$ cat config.mk
export PLATFORM = sky130hd
export DESIGN_NAME = elc_ctrl
export DESIGN_NICKNAME = d
export VERILOG_FILES = /design/src/hw/rtl/elc_pkg.sv /design/src/hw/rtl/elc_ctrl.sv
export SDC_FILE = /design/constraint.sdc
export NUM_CORES = 1
export LEC_CHECK = 0
export ABC_AREA = 1
export BUFFER_PORTS_ARGS = -buffer_cell sky130_fd_sc_hd__buf_2
export CAP_MARGIN = 20
export CORE_MARGIN = 1
export CORE_UTILIZATION = 40
export CTS_CLUSTER_DIAMETER = 200
export DETAILED_ROUTE_END_ITERATION = 10
export HOLD_SLACK_MARGIN = 0.05
export PLACE_DENSITY = 0.71
export SLEW_MARGIN = 30
export SYNTH_ARGS = -nofsm -noshare
export SYNTH_HDL_FRONTEND = slang
export SYNTH_SLANG_ARGS = --single-unit
export TNS_END_PERCENT = 30
$ cat constraint.sdc
create_clock -name clk -period 1.3 [get_ports clk]
set_input_delay 0.195 -clock clk [delete_from_list [all_inputs] [get_ports clk]]
set_output_delay 0.195 -clock clk [all_outputs]
set_load 0.02 [all_outputs]
$ cat src/hw/rtl/elc_pkg.sv
// Shared types and constants for the label connectivity block.
`timescale 1ns / 1ps
package elc_pkg;

    localparam int MAX_WIDTH_DEF  = 128;
    localparam int MAX_HEIGHT_DEF = 128;
    localparam int LABEL_BITS_DEF = 16;

    localparam int DIM_W     = 8;
    localparam int SEG_W     = 15;
    localparam int PIX_W     = 14;
    localparam int NEW_W     = 14;
    localparam int CNT_W     = 15;
    localparam int CFG_IDX_W = 2;

    typedef enum logic [1:0] {
        OP_LOAD = 2'd0,
        OP_RUN  = 2'd1,
        OP_READ = 2'd2,
        OP_NONE = 2'd3
    } opcode_t;

    localparam logic [CFG_IDX_W-1:0] REG_WIDTH  = 2'd0;
    localparam logic [CFG_IDX_W-1:0] REG_HEIGHT = 2'd1;
    localparam logic [CFG_IDX_W-1:0] REG_SEGS   = 2'd2;

    typedef struct packed {
        logic acc_load;
        logic acc_read;
        logic acc_other;
        logic clr_init;
        logic clr_step;
        logic scan_rd;
        logic seed;
        logic nb_rd;
        logic nstep;
        logic nb_take;
        logic f_take;
        logic q_rd;
        logic q_take;
        logic head_inc;
        logic head_clr;
        logic relab_wr;
        logic label_inc;
        logic adv;
        logic finish;
        logic out_load;
    } cmd_t;

    typedef struct packed {
        logic clr_last;
        logic div_done;
        logic inb;
        logic n_last;
        logic vbit;
        logic q_last;
        logic small_region;
        logic scan_last;
    } sts_t;

endpackage

$ cat src/hw/rtl/elc_ctrl.sv
// Controller: item handshake, clear pass, raster scan and flood fill sequencing.
`timescale 1ns / 1ps
module elc_ctrl (
    input  logic                clk,
    input  logic                rst_n,
    input  logic                in_valid,
    output logic                in_stall,
    input  logic [1:0]          opcode,
    output logic                out_valid,
    input  logic                out_stall,
    output elc_pkg::cmd_t       cmd,
    input  elc_pkg::sts_t       sts
);
    import elc_pkg::*;

    typedef enum logic [4:0] {
        S_RCLR, S_IDLE, S_RESP, S_CLR, S_DIVW, S_SC_RD, S_SC_CHK,
        S_NB_IS, S_NB_WT, S_Q_RD, S_Q_WT, S_F_IS, S_F_WT, S_F_NX,
        S_END, S_R_RD, S_R_WR, S_ADV, S_FIN
    } state_t;

    state_t state_reg, state_next;
    logic   out_valid_reg, out_valid_next;
    logic   accept;

    assign in_stall  = (state_reg != S_IDLE);
    assign out_valid = out_valid_reg;
    assign accept    = in_valid && !in_stall;

    always_comb
    begin
        cmd            = '0;
        state_next     = state_reg;
        out_valid_next = out_valid_reg && out_stall;
        unique case (state_reg)
            S_RCLR:
            begin
                cmd.clr_step = 1'b1;
                if (sts.clr_last)
                    state_next = S_IDLE;
            end
            S_IDLE:
            begin
                if (accept)
                begin
                    state_next = S_RESP;
                    case (opcode)
                        OP_LOAD:
                        begin
                            cmd.acc_load  = 1'b1;
                            cmd.acc_other = 1'b1;
                        end
                        OP_READ:
                            cmd.acc_read = 1'b1;
                        OP_RUN:
                        begin
                            cmd.acc_other = 1'b1;
                            cmd.clr_init  = 1'b1;
                            state_next    = S_CLR;
                        end
                        default:
                            cmd.acc_other = 1'b1;
                    endcase
                end
            end
            S_RESP:
            begin
                if (!out_valid_reg || !out_stall)
                begin
                    cmd.out_load   = 1'b1;
                    out_valid_next = 1'b1;
                    state_next     = S_IDLE;
                end
            end
            S_CLR:
            begin
                cmd.clr_step = 1'b1;
                if (sts.clr_last)
                    state_next = S_DIVW;
            end
            S_DIVW:
            begin
                if (sts.div_done)
                    state_next = S_SC_RD;
            end
            S_SC_RD:
            begin
                cmd.scan_rd = 1'b1;
                state_next  = S_SC_CHK;
            end
            S_SC_CHK:
            begin
                if (!sts.vbit)
                begin
                    cmd.seed   = 1'b1;
                    state_next = S_NB_IS;
                end
                else if (sts.scan_last)
                    state_next = S_FIN;
                else
                begin
                    cmd.adv    = 1'b1;
                    state_next = S_SC_RD;
                end
            end
            S_NB_IS:
            begin
                if (sts.inb)
                begin
                    cmd.nb_rd  = 1'b1;
                    state_next = S_NB_WT;
                end
                else
                begin
                    cmd.nstep  = 1'b1;
                    state_next = sts.n_last ? S_Q_RD : S_NB_IS;
                end
            end
            S_NB_WT:
            begin
                cmd.nb_take = 1'b1;
                cmd.nstep   = 1'b1;
                state_next  = sts.n_last ? S_Q_RD : S_NB_IS;
            end
            S_Q_RD:
            begin
                cmd.q_rd   = 1'b1;
                state_next = S_Q_WT;
            end
            S_Q_WT:
            begin
                cmd.q_take = 1'b1;
                state_next = S_F_IS;
            end
            S_F_IS:
            begin
                if (sts.inb)
                begin
                    cmd.nb_rd  = 1'b1;
                    state_next = S_F_WT;
                end
                else
                begin
                    cmd.nstep  = 1'b1;
                    state_next = sts.n_last ? S_F_NX : S_F_IS;
                end
            end
            S_F_WT:
            begin
                cmd.f_take = 1'b1;
                cmd.nstep  = 1'b1;
                state_next = sts.n_last ? S_F_NX : S_F_IS;
            end
            S_F_NX:
            begin
                cmd.head_inc = 1'b1;
                state_next   = sts.q_last ? S_END : S_Q_RD;
            end
            S_END:
            begin
                if (sts.small_region)
                begin
                    cmd.head_clr = 1'b1;
                    state_next   = S_R_RD;
                end
                else
                begin
                    cmd.label_inc = 1'b1;
                    state_next    = S_ADV;
                end
            end
            S_R_RD:
            begin
                cmd.q_rd   = 1'b1;
                state_next = S_R_WR;
            end
            S_R_WR:
            begin
                cmd.relab_wr = 1'b1;
                cmd.head_inc = 1'b1;
                state_next   = sts.q_last ? S_ADV : S_R_RD;
            end
            S_ADV:
            begin
                if (sts.scan_last)
                    state_next = S_FIN;
                else
                begin
                    cmd.adv    = 1'b1;
                    state_next = S_SC_RD;
                end
            end
            S_FIN:
            begin
                cmd.finish = 1'b1;
                state_next = S_RESP;
            end
            default:
                state_next = S_IDLE;
        endcase
    end

    always_ff @(posedge clk or negedge rst_n)
    begin
        if (!rst_n)
        begin
            state_reg     <= S_RCLR;
            out_valid_reg <= 1'b0;
        end
        else
        begin
            state_reg     <= state_next;
            out_valid_reg <= out_valid_next;
        end
    end

    a_accept_busy: assert property (@(posedge clk) disable iff (!rst_n)
        accept |=> state_reg != S_IDLE) else $error("accept left block idle");
    a_resp_out: assert property (@(posedge clk) disable iff (!rst_n)
        (state_reg == S_RESP && (!out_valid_reg || !out_stall)) |=> out_valid_reg)
        else $error("result word not presented");
    a_seed_fill: assert property (@(posedge clk) disable iff (!rst_n)
        (state_reg == S_SC_CHK && !sts.vbit) |=> state_reg == S_NB_IS)
        else $error("seed did not start neighbour check");
endmodule
# Word-level counts from Yosys, hierarchy flattened
# Index checks and enable logic that the tools add are counted.
# Widths: inputs -> output; s select.
# totals
output_inout_bits,22
register_bits,6
# op_classes
n_mux,48
reduce_logical,14
n_eq_ne,26
# op_table
cell,count
$pmux 5 s19,1
$mux 5,9
$eq 5x4->1 const B,8
$mux 1,29
$eq 5x3->1 const B,4
$mux 4,4
$eq 5x5->1 const B,3
$eq 5x2->1 const B,2
$ne 2x2->1 const B,5
$reduce_or 2->1,5
$mux 3,3
$eq 5x1->1 const B,1
$logic_not 5->1,1
$ne 5x1->1 const B,1
$reduce_and 5->1,1
$pmux 1 s2,2
$logic_not 1->1,3
$eq 2x1->1 const B,1
$eq 2x2->1 const B,1
$logic_and 1x1->1,2
$logic_not 2->1,1
$logic_or 1x1->1,1

# Longest topological paths before layout
# depth
depth_word,5
depth_mapped,11

# Worst setup path after synthesis
# OpenSTA, ideal clock, no wires.
# synth_timing
path_type,register to register
start,reg state_reg[3]
end,reg state_reg[0]
path_buffers,0
setup_time_ns,0.117
arrival_ns,1.558
path_slack_ns,-0.374
t_required_ns,1.183
stages_incl_launch_ff,9
path_cell_list,dfrtp_1 -> nor2_2 -> nand2_1 -> a21oi_1 -> nand2_1 -> nand4_2 -> inv_2 -> nand2_1 -> nand2_1
# synth_via
elab_chain_cells,5
elab_cells_between_ends,29
# synth_rtl
element,line_no,rtl
"start, declared",elc_ctrl.sv:22,"state_t state_reg, state_next;"
"start signal, assigned",elc_ctrl.sv:212,state_reg <= state_next;
$ne 5x1->1,elc_ctrl.sv:26,assign in_stall = (state_reg != S_IDLE);
$logic_not 1->1,elc_ctrl.sv:28,assign accept = in_valid && !in_stall;
$logic_and 1x1->1,elc_ctrl.sv:28,
$ne 2x2->1 (no source line),--,
$reduce_and 5->1 (no source line),--,
# Parallel ways exist; a longest one is shown, timed or not.
# A chain may end at the register's enable or synchronous reset.

==> flow_summary.ini <==
[run_status]
outcome = complete, but fails checks
failed_checks = setup timing

[place]
placed_area_mm2 = 0.00131
port_buffers = 35
gp_congestion = 0.980
post-dp-hpwl_um = 2500
place_inst = 248

[timing]
layout_setup_ws_ns = -0.409
slew_violations = 0
slew_headroom_pct = 82.3
rsz0062_at_grt = true
period_share_pct = 131
max_freq_mhz = 585
min_period_ns = 1.71
finalSetupViolCount = 26
worst_slew_pin_slew_ns = 0.264
skew_ns = 0.0155
hold_viol_final = 0

[die]
dieArea_mm2 = 0.00238
die_w_um = 48.8
ios = 36
core_mm2 = 0.00200
floorplan.rows = 16
dieHeight_um = 48.8
start_util_pct = 43.8

[synthesis]
yosysTopAreaCell = nand2_1
postSynthAreaPerCell_um2 = 5.24
synthArstFlopShare_pct = 100
synth_edf_count = 0
syn_nets = 181
syn_area_um2 = 876
ys.flop_type = dfrtp_1
synthTopCellsByCount = nand2_1, nor2_1, inv_1, nand3_1
yosysSeqAreaShare_pct = 17.1
synth.distinct_cells = 19
yosysMostFrequentCell = nand2_1
synth_top_area_share_pct = 23.1
synth_area_leaders = nand2_1, dfrtp_1, nor2_1
synth_warnings = 0
syn_inst = 167
ys_ff_latch = 6

[routing]
drtIter0Drc = 63
finalWirelength_um = 3810
antenna_left = 0
dr.pass1.iters = 4
vias = 1448
vias_per_cell = 5.46
wl_per_cell_um = 14.4
drc = 0

[cells_and_area]
nets = 253
largest_reg_flops = 5
n_antenna_cell = 0
layout.cells.non_filler = 265
final_util_pct = 82.1
fin_area_mm2 = 0.00164
drive_gt1_share_pct = 54.6
synthToLayoutAreaGrowth_pct = 87.7

[cts]
cts_root_buf = clkbuf_4
cts_tree = done
cts_max_level = 1
cts_max_path_buffers = 2
clock_latency_ns = 0.27
cts_made_buffers = 3
cts.sinks = 6
clk_pin_slew_ns = 0.06

[worst_setup_path]
cp_top_family = simple AND/OR/NAND/NOR gates
path_cells = buf_6, nor2_4, nand2_4, nor2_4, nand2_2, nand2_2, buf_6
start_kind = flip-flop
critPathCaptureType = output port
crit_type = flip-flop to output port
critPathArrivalTime_ns = 1.51
cp_slowest_cell = dfrtp_2
path_max_fanout = 5
cp_num_buf_inv = 2
max_stage_delay_ns = 0.45
crit_required_ns = 1.11

[hold_path]
hp-class = input pin to flip-flop

[flow_run]
cap_violations = 0

[global_route]
grt_pass1_wl_um = 5580
grt_antenna_before_repair = 0
grt_pass1_vias = 1267
grt_max_degree = 8
grt_overflow = 0
grt_util_all_layers_pct = 30.6

[power]
leakage_nw = 0.935
ir_drop_v = 0.00162
power_density_mw_per_mm2 = 1820
power breakdown:
part,total (mW),internal [mW],switching [mW]
sequential,0.387,0.269,0.118
combinational,2.40,0.986,1.41
clock,0.206,0.118,0.0882
worst min-delay path, stage by stage:
cell and delay (ns):
buf_2 0.08, nand2_1 0.06, nand2_1 0.06
path summary, 6_finish.rpt:
path	from	to	slack [ns]	depth (start not counted)
min in group asynchronous	rst_n	state_reg[2]	0.28	2
min	out_stall	out_valid	0.18	3
max in group asynchronous	rst_n	state_reg[1]	0.85	2
min reg2reg	out_valid	out_valid	0.50	2
max	state_reg[3]	cmd[2]	-0.41	7
max reg2reg	state_reg[4]	state_reg[0]	-0.36	11
cells by family (layout without fill, tap and decap cells):
kind of cell | after synthesis | in the layout | share of synthesized area, %
and+or+nand+nor | 120 | 120 | 62.9
buffers and inverters | 28 | 99 | 12.0
AOI/OAI and AO/OA | 13 | 13 | 8.00
DFF | 6 | 6 | 17.1
per-layer routing:
layer / GRT usage [%] / up-vias / wire (um)
li1: - / 665 / -
met1: 41.2 / 659 / 1520
met2: 49.5 / 101 / 1740
met3: 4.05 / 23 / 374
met4: 11.8 / 0 / 177
met5: 0 / - / 0
layout make-up:
class	count	area (um2)
Clock buffer	4	26.3
Fill cell	117	358
Inverter	28	108
Multi-Input combinational cell	133	807
Sequential cell	6	154
Tap cell	27	33.8
Timing Repair Buffer	67	515
layout by cell type (no fill, tap or decap), types with 7 or more instances in the layout:
cell	count
nand2_2	10
buf_6	14
nor2_4	12
nand3_1	11
nor2_1	20
inv_2	11
buf_4	35
nand2_1	42
nor2_2	7
buf_2	17
inv_1	16
stage by stage:
step                      TNS, ns  setup slack, ns  total power, mW  hold slack [ns]
after floorplan            -0.523          -0.0991             1.56           -0.101
after global placement      -2.04           -0.223             2.16           0.0217
after detailed placement    -2.38           -0.241             2.18           0.0233
after CTS                   -7.49           -0.381             2.70            0.168
after global routing       -10.15           -0.469             3.18            0.195
final                       -8.49           -0.409             2.99            0.178
what timing repair did:
action                                  CTS  global route
buffers inserted                          7             5
hold buffers                              1             0
gates resized for setup                  38            29
endpoints found under the hold margin     6             0
pin swaps                                13            13
endpoints found under the setup margin   26            27
Power figures use the tool's default switching activity.
